## src/sv/ate_pkg.sv

```systemverilog
// Package with the item types, command record and byte constants of the ANSI text row encoder.
`timescale 1ns / 1ps

package ate_pkg;

    localparam int ESC_MAX = 9;

    localparam logic [7:0] CH_ESC     = 8'h1B;
    localparam logic [7:0] CH_LBRACK  = 8'h5B;
    localparam logic [7:0] CH_ZERO    = 8'h30;
    localparam logic [7:0] CH_ONE     = 8'h31;
    localparam logic [7:0] CH_THREE   = 8'h33;
    localparam logic [7:0] CH_FOUR    = 8'h34;
    localparam logic [7:0] CH_NINE    = 8'h39;
    localparam logic [7:0] CH_SEMI    = 8'h3B;
    localparam logic [7:0] CH_M       = 8'h6D;
    localparam logic [7:0] CH_SPACE   = 8'h20;
    localparam logic [7:0] CH_DEL     = 8'h7F;
    localparam logic [7:0] CH_NBSP    = 8'hA0;
    localparam logic [7:0] CH_NEWLINE = 8'h0A;
    localparam logic [1:0] UTF8_LEAD  = 2'b11;
    localparam logic [1:0] UTF8_CONT  = 2'b10;

    typedef struct packed {
        logic [7:0] character;
        logic [7:0] attribute;
        logic       row_end;
    } in_item_t;

    typedef struct packed {
        logic [7:0] out_byte;
        logic       last_byte;
    } out_item_t;

    typedef struct packed {
        logic [ESC_MAX-1:0][7:0] esc_bytes;
        logic [3:0]              esc_len;
        logic [7:0]              chr0;
        logic [7:0]              chr1;
        logic                    chr_two;
        logic                    rst_en;
        logic                    nl_en;
    } cmd_t;

    typedef struct packed {
        logic push;
        logic pop;
    } queue_ctrl_t;

endpackage

```

## src/sv/ate_front.sv

```systemverilog
// Front end: holds the color register and current attribute, and turns each cell into a command.
`timescale 1ns / 1ps

module ate_front (
    input  logic             clk,
    input  logic             rst_n,
    input  logic             cfg_we,
    input  logic             cfg_data,
    input  logic             in_valid,
    output logic             in_ready,
    input  ate_pkg::in_item_t in_item,
    input  logic             queue_full,
    output logic             push,
    output ate_pkg::cmd_t    cmd
);

    logic       color_enable_reg;
    logic       color_enable_next;
    logic [7:0] cur_attr_reg;
    logic [7:0] cur_attr_next;
    logic [7:0] attr_after;
    logic       sgr_en;
    logic [3:0] fg;
    logic [3:0] bg;
    logic [7:0] ch;

    assign in_ready = !queue_full;
    assign push     = in_valid && !queue_full;

    always_comb
    begin
        ch = in_item.character;
        fg = in_item.attribute[3:0];
        bg = in_item.attribute[7:4];
        sgr_en = color_enable_reg && (in_item.attribute != cur_attr_reg);
        attr_after = sgr_en ? in_item.attribute : cur_attr_reg;

        cmd = '0;
        for (int i = 0; i < ate_pkg::ESC_MAX; i++)
        begin
            cmd.esc_bytes[i] = ate_pkg::CH_M;
        end
        if (sgr_en)
        begin
            cmd.esc_bytes[0] = ate_pkg::CH_ESC;
            cmd.esc_bytes[1] = ate_pkg::CH_LBRACK;
            if (in_item.attribute == 8'd0)
            begin
                cmd.esc_bytes[2] = ate_pkg::CH_ZERO;
                cmd.esc_bytes[3] = ate_pkg::CH_M;
                cmd.esc_len = 4'd4;
            end
            else
            begin
                cmd.esc_bytes[2] = fg[3] ? ate_pkg::CH_NINE : ate_pkg::CH_THREE;
                cmd.esc_bytes[3] = ate_pkg::CH_ZERO + {5'd0, fg[2:0]};
                cmd.esc_bytes[4] = ate_pkg::CH_SEMI;
                if (bg[3])
                begin
                    cmd.esc_bytes[5] = ate_pkg::CH_ONE;
                    cmd.esc_bytes[6] = ate_pkg::CH_ZERO;
                    cmd.esc_bytes[7] = ate_pkg::CH_ZERO + {5'd0, bg[2:0]};
                    cmd.esc_bytes[8] = ate_pkg::CH_M;
                    cmd.esc_len = 4'd9;
                end
                else
                begin
                    cmd.esc_bytes[5] = ate_pkg::CH_FOUR;
                    cmd.esc_bytes[6] = ate_pkg::CH_ZERO + {5'd0, bg[2:0]};
                    cmd.esc_bytes[7] = ate_pkg::CH_M;
                    cmd.esc_len = 4'd8;
                end
            end
        end

        if (ch >= ate_pkg::CH_SPACE && ch < ate_pkg::CH_DEL)
        begin
            cmd.chr0 = ch;
            cmd.chr1 = ch;
            cmd.chr_two = 1'b0;
        end
        else if (ch >= ate_pkg::CH_NBSP)
        begin
            cmd.chr0 = {ate_pkg::UTF8_LEAD, 4'd0, ch[7:6]};
            cmd.chr1 = {ate_pkg::UTF8_CONT, ch[5:0]};
            cmd.chr_two = 1'b1;
        end
        else
        begin
            cmd.chr0 = ate_pkg::CH_SPACE;
            cmd.chr1 = ate_pkg::CH_SPACE;
            cmd.chr_two = 1'b0;
        end

        cmd.nl_en  = in_item.row_end;
        cmd.rst_en = in_item.row_end && color_enable_reg && (attr_after != 8'd0);

        color_enable_next = cfg_we ? cfg_data : color_enable_reg;
        cur_attr_next = cur_attr_reg;
        if (push)
        begin
            cur_attr_next = in_item.row_end ? 8'd0 : attr_after;
        end
    end

    always_ff @(posedge clk or negedge rst_n)
    begin
        if (!rst_n)
        begin
            color_enable_reg <= 1'b0;
            cur_attr_reg     <= 8'd0;
        end
        else
        begin
            color_enable_reg <= color_enable_next;
            cur_attr_reg     <= cur_attr_next;
        end
    end

endmodule

```

## src/sv/ate_queue.sv

```systemverilog
// Two-entry command queue between the front end and the byte sequencer.
`timescale 1ns / 1ps

module ate_queue (
    input  logic                 clk,
    input  logic                 rst_n,
    input  ate_pkg::queue_ctrl_t ctrl,
    input  ate_pkg::cmd_t        push_data,
    output logic                 full,
    output logic                 head_valid,
    output ate_pkg::cmd_t        head_data
);

    ate_pkg::cmd_t entry_reg [2];
    logic          wr_ptr_reg;
    logic          wr_ptr_next;
    logic          rd_ptr_reg;
    logic          rd_ptr_next;
    logic [1:0]    count_reg;
    logic [1:0]    count_next;
    logic          do_push;
    logic          do_pop;

    assign full       = (count_reg == 2'd2);
    assign head_valid = (count_reg != 2'd0);
    assign head_data  = entry_reg[rd_ptr_reg];
    assign do_push    = ctrl.push && !full;
    assign do_pop     = ctrl.pop && head_valid;

    always_comb
    begin
        wr_ptr_next = do_push ? !wr_ptr_reg : wr_ptr_reg;
        rd_ptr_next = do_pop ? !rd_ptr_reg : rd_ptr_reg;
        count_next  = count_reg + {1'b0, do_push} - {1'b0, do_pop};
    end

    always_ff @(posedge clk)
    begin
        if (do_push)
        begin
            entry_reg[wr_ptr_reg] <= push_data;
        end
    end

    always_ff @(posedge clk or negedge rst_n)
    begin
        if (!rst_n)
        begin
            wr_ptr_reg <= 1'b0;
            rd_ptr_reg <= 1'b0;
            count_reg  <= 2'd0;
        end
        else
        begin
            wr_ptr_reg <= wr_ptr_next;
            rd_ptr_reg <= rd_ptr_next;
            count_reg  <= count_next;
        end
    end

endmodule

```

## src/sv/ate_back.sv

```systemverilog
// Byte sequencer: puts head command bytes in the output reg, one per unstalled cycle.
`timescale 1ns / 1ps

module ate_back (
    input  logic                 clk,
    input  logic                 rst_n,
    input  logic                 head_valid,
    input  ate_pkg::cmd_t        head_data,
    output logic                 pop,
    output logic                 out_valid,
    input  logic                 out_ready,
    output ate_pkg::out_item_t   out_item
);

    typedef enum logic [1:0] {
        PH_ESC,
        PH_CHR,
        PH_RST,
        PH_NL
    } phase_t;

    phase_t             phase_reg;
    phase_t             phase_next;
    phase_t             eff_phase;
    logic [3:0]         idx_reg;
    logic [3:0]         idx_next;
    logic               out_valid_reg;
    logic               out_valid_next;
    ate_pkg::out_item_t out_item_reg;
    ate_pkg::out_item_t out_item_next;
    logic               emit;
    logic [7:0]         byte_sel;
    logic               phase_end;
    logic               done;
    phase_t             after;

    assign out_valid = out_valid_reg;
    assign out_item  = out_item_reg;
    assign emit      = head_valid && (!out_valid_reg || out_ready);
    assign pop       = emit && done;

    always_comb
    begin
        eff_phase = phase_reg;
        if (phase_reg == PH_ESC && head_data.esc_len == 4'd0)
        begin
            eff_phase = PH_CHR;
        end

        byte_sel  = ate_pkg::CH_NEWLINE;
        phase_end = 1'b1;
        after     = PH_NL;
        done      = 1'b0;
        unique case (eff_phase)
            PH_ESC:
            begin
                byte_sel  = head_data.esc_bytes[idx_reg];
                phase_end = (idx_reg == head_data.esc_len - 4'd1);
                after     = PH_CHR;
            end
            PH_CHR:
            begin
                byte_sel  = idx_reg[0] ? head_data.chr1 : head_data.chr0;
                phase_end = !head_data.chr_two || idx_reg[0];
                after     = head_data.rst_en ? PH_RST : PH_NL;
                done      = !head_data.rst_en && !head_data.nl_en;
            end
            PH_RST:
            begin
                unique case (idx_reg[1:0])
                    2'd0: byte_sel = ate_pkg::CH_ESC;
                    2'd1: byte_sel = ate_pkg::CH_LBRACK;
                    2'd2: byte_sel = ate_pkg::CH_ZERO;
                    2'd3: byte_sel = ate_pkg::CH_M;
                    default: byte_sel = ate_pkg::CH_M;
                endcase
                phase_end = (idx_reg[1:0] == 2'd3);
                after     = PH_NL;
            end
            PH_NL:
            begin
                byte_sel  = ate_pkg::CH_NEWLINE;
                phase_end = 1'b1;
                after     = PH_ESC;
                done      = 1'b1;
            end
            default:
            begin
                byte_sel  = ate_pkg::CH_NEWLINE;
                phase_end = 1'b1;
                after     = PH_ESC;
                done      = 1'b1;
            end
        endcase
        done = done && phase_end;

        phase_next     = phase_reg;
        idx_next       = idx_reg;
        out_valid_next = out_valid_reg && !out_ready;
        out_item_next  = out_item_reg;
        if (emit)
        begin
            out_valid_next          = 1'b1;
            out_item_next.out_byte  = byte_sel;
            out_item_next.last_byte = done;
            if (done)
            begin
                phase_next = PH_ESC;
                idx_next   = 4'd0;
            end
            else if (phase_end)
            begin
                phase_next = after;
                idx_next   = 4'd0;
            end
            else
            begin
                phase_next = eff_phase;
                idx_next   = idx_reg + 4'd1;
            end
        end
    end

    always_ff @(posedge clk or negedge rst_n)
    begin
        if (!rst_n)
        begin
            phase_reg     <= PH_ESC;
            idx_reg       <= 4'd0;
            out_valid_reg <= 1'b0;
        end
        else
        begin
            phase_reg     <= phase_next;
            idx_reg       <= idx_next;
            out_valid_reg <= out_valid_next;
        end
    end

    always_ff @(posedge clk)
    begin
        out_item_reg <= out_item_next;
    end

endmodule

```

## src/sv/ansi_text_row_encoder.sv

```systemverilog
// Top level of the ANSI text row encoder.
`timescale 1ns / 1ps

// The block turns text cells into a terminal byte stream.
// Input channel in_valid/in_ready/in_item carries one cell per item: a Latin-1
// character, a color attribute and a row-end mark.
// Output channel out_valid/out_ready/out_item carries one byte per item, with
// last_byte set on the final byte that a cell causes.
// The color register is written through cfg_we/cfg_data; the user must write it
// only while the block is idle, which the block itself does not enforce.
// A cell causes one to sixteen bytes, and the sequencer emits one byte per cycle
// while the receiver keeps up.
// Accepted cells are registered in the queue, and output bytes are registered.
// A two-entry command queue sits between the classifier and the sequencer, so
// cells are accepted while earlier cells are still being emitted.
// When the receiver stalls, the output register holds its byte, the sequencer
// stops, and input acceptance stops once the queue is full.
// Reset clears the color register, the current attribute, the queue and the
// output valid flag; no bytes are pending after reset.

module ansi_text_row_encoder (
    input  logic                 clk,
    input  logic                 rst_n,
    input  logic                 cfg_we,
    input  logic                 cfg_data,
    input  logic                 in_valid,
    output logic                 in_ready,
    input  ate_pkg::in_item_t    in_item,
    output logic                 out_valid,
    input  logic                 out_ready,
    output ate_pkg::out_item_t   out_item
);

    ate_pkg::cmd_t        cmd;
    ate_pkg::cmd_t        head_data;
    ate_pkg::queue_ctrl_t qctrl;
    logic                 queue_full;
    logic                 head_valid;
    logic                 push;
    logic                 pop;

    assign qctrl.push = push;
    assign qctrl.pop  = pop;

    ate_front u_front (
        .clk        (clk),
        .rst_n      (rst_n),
        .cfg_we     (cfg_we),
        .cfg_data   (cfg_data),
        .in_valid   (in_valid),
        .in_ready   (in_ready),
        .in_item    (in_item),
        .queue_full (queue_full),
        .push       (push),
        .cmd        (cmd)
    );

    ate_queue u_queue (
        .clk        (clk),
        .rst_n      (rst_n),
        .ctrl       (qctrl),
        .push_data  (cmd),
        .full       (queue_full),
        .head_valid (head_valid),
        .head_data  (head_data)
    );

    ate_back u_back (
        .clk        (clk),
        .rst_n      (rst_n),
        .head_valid (head_valid),
        .head_data  (head_data),
        .pop        (pop),
        .out_valid  (out_valid),
        .out_ready  (out_ready),
        .out_item   (out_item)
    );

endmodule
```

## config.mk

```make
export PLATFORM = sky130hd
export DESIGN_NAME = ansi_text_row_encoder
export DESIGN_NICKNAME = d
export VERILOG_FILES = /design/src/sv/ate_pkg.sv /design/src/sv/ate_front.sv /design/src/sv/ate_queue.sv /design/src/sv/ate_back.sv /design/src/sv/ansi_text_row_encoder.sv
export SDC_FILE = /design/constraint.sdc
export NUM_CORES = 1
export LEC_CHECK = 0
export BUFFER_PORTS_ARGS = -buffer_cell sky130_fd_sc_hd__buf_4
export CAP_MARGIN = 25
export CELL_PAD_IN_SITES_DETAIL_PLACEMENT = 1
export CELL_PAD_IN_SITES_GLOBAL_PLACEMENT = 2
export CORE_UTILIZATION = 52
export DETAILED_ROUTE_END_ITERATION = 6
export PLACE_DENSITY_LB_ADDON = 0.1
export REMOVE_ABC_BUFFERS = 1
export SETUP_SLACK_MARGIN = 0.4
export SLEW_MARGIN = 40
export SYNTH_ARGS = -nofsm -noshare
export SYNTH_HDL_FRONTEND = slang
export SYNTH_HIERARCHICAL = 1
export SYNTH_SLANG_ARGS = --single-unit
export TNS_END_PERCENT = 50
```

## constraint.sdc

```tcl
create_clock -name clk -period 15.2 [get_ports clk]
set_clock_uncertainty 0.1 [all_clocks]
set_input_delay 1.52 -clock clk [delete_from_list [all_inputs] [get_ports clk]]
set_output_delay 1.52 -clock clk [all_outputs]
set_load 0.05 [all_outputs]
```

==> results of run 1 <==
==> cell type report <==
cell class | instances | area, um^2
inverters | 21 | 78.8
well taps | 260 | 325
repair buffers | 41 | 315
flip-flops and latches | 219 | 6480
multi-input cells | 352 | 3150
fillers | 1782 | 7910
clock buffers | 27 | 612
clock inverters | 17 | 145
==> power groups by stage <==
| stage | registers (mW) | logic [mW] | clock network [mW] |
|---|---|---|---|
| floorplan | 1.03 | 0.502 | 0 |
| global placement | 0.947 | 0.739 | 0 |
| detailed placement | 0.959 | 0.758 | 0 |
| CTS | 0.948 | 0.766 | 0.569 |
| global route | 0.962 | 0.817 | 0.589 |
| finish | 0.943 | 0.753 | 0.554 |
==> kinds of logic (layout without fill, tap and decap cells) <==
| family | after synthesis | after routing |
|---|---|---|
| adders and majority gates | 9 | 9 |
| AOI/OAI and AO/OA | 66 | 66 |
| muxes | 122 | 122 |
| DFF | 219 | 219 |
| xor gates and xnor gates | 18 | 18 |
| and+or+nand+nor | 106 | 106 |
| other | 2 | 31 |
| buffers and inverters | 105 | 106 |
==> through the flow <==
step                area [um^2]  worst slack [ps]  power (mW)  hold slack [ps]
finish                    11100             11010        2.25              442
global route              11100             10640        2.37              472
CTS                       11100             10910        2.28              450
detailed placement        10300             10990        1.72              434
global placement          10300             10870        1.69              400
floorplan                  9680              8730        1.53              361
==> cells in the mapped netlist, types with 3 or more instances <==
master	instances	share of area [%]
xnor2_1	15	1.3
o311a_1	3	0.29
buf_4	60	4.4
inv_1	20	0.73
nor2b_1	8	0.49
a21oi_1	11	0.54
clkbuf_1	3	0.11
mux2i_1	7	0.68
mux4_2	15	3.3
o21ai_1	8	0.39
nand2b_1	4	0.24
buf_12	4	0.78
buf_2	11	0.54
ha_1	9	1.1
a211oi_1	8	0.59
nor3b_1	3	0.22
o211ai_1	4	0.29
nor2_1	17	0.62
dfrtp_1	20	4.9
nand4_1	4	0.24
a31oi_1	4	0.24
edfxtp_1	199	58
nor4_1	3	0.18
nor3_1	6	0.29
nand2_1	35	1.3
a21o_1	3	0.22
o22ai_2	8	0.98
xor2_1	3	0.26
o21ai_0	6	0.29
mux2_4	40	5.9
and2_1	9	0.55
o31ai_1	4	0.29
buf_6	5	0.55
or2_2	3	0.18
mux2_2	60	6.6
nand3_1	6	0.29
==> layer usage <==
layer	wire length (um)	part of all wire, %
met1	8430	43
met2	10000	51
met3	670	3.4
met4	374	1.9
met5	0	0
==> worst max path at each step <==
stage | from | endpoint | slack [ps]
floorplan | in_valid | u_queue/entry_reg[0][0] | 8730
global placement | u_queue/rd_ptr_reg | u_queue/count_reg[1] | 10870
detailed placement | u_queue/rd_ptr_reg | u_queue/count_reg[1] | 10990
CTS | u_queue/rd_ptr_reg | u_queue/count_reg[1] | 10910
global route | u_queue/rd_ptr_reg | u_queue/count_reg[1] | 10640
finish | u_queue/rd_ptr_reg | u_queue/count_reg[1] | 11010
==> impl_metrics.json, run 1 <==
{
  "status": "finished clean",
  "htree_levels": 1,
  "firstDrtPassIters": 6,
  "cpLargestDelayFamily": "simple AND/OR/NAND/NOR gates",
  "fin_nets": 691,
  "synth_compound_area_share_pct": 4.92,
  "r2r_cells": 13,
  "grtUsageMet1_pct": 26.0,
  "yosys_register_bits": 219,
  "mostFrequentLayoutCells": "edfxtp_1 (199), mux2_2 (60), mux2_4 (40)",
  "drive_gt1_share_pct": 31.6,
  "globalRouteOverflowTotal": 0,
  "power_frac_clock_pct": 24.6,
  "tightest_slew_ps": 718,
  "numPortBuffers": 33,
  "synth-edff-count": 199,
  "critPathArrivalTime_ps": 4520,
  "critPathRequiredTime_ps": 15530,
  "start_kind": "flip-flop",
  "r2r_start": "u_queue/rd_ptr_reg",
  "finalHoldViolations": 0,
  "antenna_cells": 0,
  "postCtsHoldBufs": 0,
  "r2r_slack_ps": 11010,
  "grt_pass1_vias": 5648,
  "synth_area_mm2": 0.0102,
  "cts_sinks": 219,
  "crit_type": "reg2reg",
  "start_util_pct": 53.9,
  "worstReg2RegEnd": "u_queue/count_reg[1]",
  "fmax_mhz": 239,
  "ys_seq_area_share_pct": 63.2,
  "drt_iter0_markers": 245,
  "switching_power_mw": 0.737,
  "clockBufferDepth": 3,
  "crit_buf_inv": 3,
  "io_pins": 34,
  "largest_reg_flops": 190,
  "crit_slowest_cell": "dfrtp_4",
  "leakagePower_nw": 4.00,
  "final_common_cell": "edfxtp_1",
  "dp_hpwl_um": 12400,
  "end_kind": "flip-flop",
  "fin_util_pct": 58.4,
  "num_vias": 5006,
  "dp.cells": 893,
  "synth_flop_cell": "edfxtp_1",
  "cp_max_fo": 61,
  "grt_max_degree": 62,
  "async_reset_ff_share_pct": 9.13,
  "yosysUniqueCellTypes": 52,
  "cp.depth": 13,
  "synthCells": 647,
  "hp-class": "reg2reg",
  "grt_antenna_before_repair": 0,
  "clk_pin_slew_ps": 60,
  "drc": 0,
  "core_area_mm2": 0.0190,
  "clock_latency_ps": 520,
  "max_stage_delay_ps": 790,
  "grt_pass1_wl_um": 31100,
  "synth_fa_ha_area_share_pct": 1.10,
  "wire_per_inst_um": 20.8,
  "fp.dieH_um": 142,
  "ant_nets": 0,
  "intPower_mw": 1.51,
  "root_buffer": "clkbuf_16",
  "p_sw_share_pct": 32.7,
  "post_drt_via_cell_ratio": 5.34,
  "hp-start": "u_queue/count_reg[0]",
  "slew_viol_final": 0,
  "finalSetupViolations": 0,
  "seq_power_share_pct": 41.9,
  "grtUsageMet2_pct": 36.3,
  "synth-xor-area-share_pct": 1.54,
  "setup_tns_ps": 0,
  "min_period_over_period_pct": 27.6,
  "layout_min_cycle_time_ps": 4190,
  "synth.avg_cell_area_um2": 15.8,
  "synthMuxAreaShare_pct": 16.4,
  "synthSimpleGateAreaFrac_pct": 5.40,
  "gp_congestion": 0.802,
  "cts_buffers": 24,
  "ir_worst_vdd_mv": 0.113,
  "rsz0062_at_grt": "no",
  "whs_path_depth": 1,
  "dieArea_mm2": 0.0203,
  "use_met3_pct": 2.83,
  "maxCapViolations": 0,
  "cts_resized": 0,
  "dieWidth_um": 142,
  "cts_tree": "done",
  "power_density_mw_per_mm2": 203,
  "crit_chain": "buf_6, mux2_2, inv_1, ha_1, nor3b_1, nor2_1, nor3_1, and2_1, ha_1, inv_1, ha_1, xnor2_1, xnor2_1",
  "min_to": "u_queue/count_reg[0]",
  "synth_top_family_by_area": "multiplexers",
  "rows": 50,
  "drt_wl_total_um": 19500,
  "syn2layout_area_growth_pct": 8.43,
  "slew_headroom_pct": 52.2,
  "post_cts_buffers": 0,
  "grt_usage_pct": 20.3,
  "path_common_cell": "ha_1",
  "power.combinational.fraction_pct": 33.5,
  "fin_cells": 937,
  "yosysWarningCount": 6,
  "busiest_layer": "met2"
}
(Power assumes the default switching activity.)
==> run 2, diff against run 1 <==
Settings changed: CORE_UTILIZATION 52 to 44.
Clock period 15.2 ns to 3.59 ns, I/O delays scaled along.
==> impl_metrics.json, run 2 (synthesized netlist as in run 1, its figures left out) <==
{
  "nFillCells": 2196,
  "core_area_mm2": 0.0227,
  "finalSetupViolations": 0,
  "grt_usage_pct": 17.2,
  "power_frac_clock_pct": 23.1,
  "num_vias": 5083,
  "cts_sinks": 219,
  "hp-class": "in2reg",
  "ant_nets": 0,
  "power.combinational.fraction_pct": 35.5,
  "layout_min_cycle_time_ps": 2890,
  "cp_max_fo": 36,
  "root_buffer": "clkbuf_16",
  "worstReg2RegEnd": "u_back/out_item[2]",
  "dieArea_mm2": 0.0239,
  "seq_area_mm2": 0.00648,
  "largest_reg_flops": 190,
  "numPortBuffers": 33,
  "rows": 55,
  "p_total_mw": 9.48,
  "clockBufferDepth": 3,
  "slew_viol_final": 0,
  "r2r_start": "u_queue/rd_ptr_reg",
  "globalRouteOverflowTotal": 0,
  "drive_gt1_share_pct": 31.7,
  "grt_antenna_before_repair": 0,
  "ir_worst_vdd_mv": 0.292,
  "clk_pin_slew_ps": 60,
  "multi_input_area_mm2": 0.00315,
  "leakagePower_nw": 4.03,
  "power_density_mw_per_mm2": 845,
  "crit_type": "reg2reg",
  "cts_tree": "done",
  "seq_power_share_pct": 41.5,
  "switching_power_mw": 3.10,
  "crit_chain": "buf_4, buf_4, mux2_2, mux4_2, nor2_1, a31oi_1, a221oi_2, o31ai_1",
  "drt_wl_total_um": 19800,
  "clock_latency_ps": 520,
  "intPower_mw": 6.38,
  "drt_iter0_markers": 211,
  "cts_buffers": 24,
  "mostFrequentLayoutCells": "edfxtp_1 (199), mux2_2 (60), buf_4 (49)",
  "critPathArrivalTime_ps": 3040,
  "post_drt_via_cell_ratio": 5.21,
  "tightest_slew_ps": 712,
  "dp_hpwl_um": 12800,
  "min_period_over_period_pct": 80.4,
  "dieWidth_um": 155,
  "crit_slowest_cell": "dfrtp_4",
  "finalHoldViolations": 0,
  "maxCapViolations": 0,
  "end_kind": "flip-flop",
  "path_common_cell": "buf_4",
  "gp_congestion": 0.807,
  "firstDrtPassIters": 4,
  "start_util_pct": 45.1,
  "p_sw_share_pct": 32.7,
  "whs_path_depth": 3,
  "antenna_cells": 0,
  "rsz0062_at_grt": "no",
  "r2r_cells": 8,
  "drc": 0,
  "r2r_slack_ps": 700,
  "placement.cell_area_mm2": 0.0105,
  "start_kind": "flip-flop",
  "status": "finished clean",
  "final_area_mm2": 0.0112,
  "htree_levels": 1,
  "fin_nets": 706,
  "max_stage_delay_ps": 470,
  "slew_headroom_pct": 52.5,
  "final_common_cell": "edfxtp_1",
  "wire_per_inst_um": 20.3,
  "hp-start": "out_ready",
  "grt_pass1_wl_um": 31600,
  "grt_pass1_vias": 5606,
  "io_pins": 34,
  "critPathRequiredTime_ps": 3740,
  "fmax_mhz": 346,
  "min_to": "u_back/out_valid",
  "grt_max_degree": 65,
  "fp.dieH_um": 155,
  "syn2layout_area_growth_pct": 9.58
}
-- run 2: cell types whose count changed in the layout (fill, tap and decap cells not counted), moves of 2 or more --
cell / previous run / this run
buf_4: 39 / 49
buf_12: 0 / 3
clkbuf_1: 3 / 10
bufinv_16: 2 / 0
clkinv_2: 7 / 1
dlygate4sd3_1: 0 / 4
buf_6: 2 / 0
-- run 2: timing repair --
item,4_1_cts,5_1_grt
setup endpoints to repair,0,1
resized for setup,0,1
endpoints found under the hold margin,23,0
hold buffers,4,0
buffers inserted,0,4
-- run 2: power groups by stage --
stage                     clock network (mW)  registers, mW  logic (mW)
after floorplan                            0           4.34        2.13
after global placement                     0           3.98        3.31
after detailed placement                   0           4.02        3.36
after CTS                               2.25           3.97        3.37
after global routing                    2.34           4.00        3.65
final                                   2.19           3.93        3.36
-- run 2: how the worst max path moves through the flow --
| stage | start | to | slack [ps] | cells past startpoint |
|---|---|---|---|---|
| CTS | u_queue/rd_ptr_reg | u_queue/count_reg[1] | 490 | 12 |
| global route | u_queue/rd_ptr_reg | u_queue/count_reg[1] | 480 | 12 |
| detailed placement | u_queue/rd_ptr_reg | u_queue/count_reg[1] | 520 | 12 |
| finish | u_queue/rd_ptr_reg | u_back/out_item[2] | 700 | 8 |
| global placement | u_queue/rd_ptr_reg | u_queue/count_reg[1] | 600 | 12 |
| floorplan | u_queue/count_reg[1] | u_queue/entry_reg[0][0] | -1870 | 5 |
-- run 2: area by class of cell --
type | instances | share of cell area, %
inverters | 21 | 0.702
clock buffers | 35 | 5.81
clock inverters | 7 | 0.357
repair buffers | 56 | 4.17
multi-input cells | 352 | 28.0
well taps | 285 | 3.18
flip-flops and latches | 219 | 57.8
-- run 2: worst max-delay path: cells and delay by family, from the launching register on --
kind / cells / cell delay [ps]
AND/OR/NAND/NOR: 1 / 110
buffers and inverters: 2 / 590
AO/OA/AOI/OAI: 3 / 500
flip-flops: 1 / 470
multiplexers: 2 / 840
-- run 2: routing by layer --
| layer | share of wire (%) | GRT usage [%] |
|---|---|---|
| met1 | 44 | 21.5 |
| met2 | 51 | 31.1 |
| met3 | 3.0 | 2.52 |
| met4 | 2.0 | 4.86 |
| met5 | 0 | 0 |
-- run 2: through the flow --
stage	utilization (%)	TNS, ps	hold WS [ps]	worst slack (ps)	instances
4_1_cts	49.3	0	27.8	490	971
6_report	49.4	0	41.6	703	975
2_1_floorplan	-	-196150	-36.6	-1870	592
3_3_place_gp	46.0	0	169	602	925
3_5_place_dp	46.0	0	173	517	925
5_1_grt	49.4	0	36.2	480	975
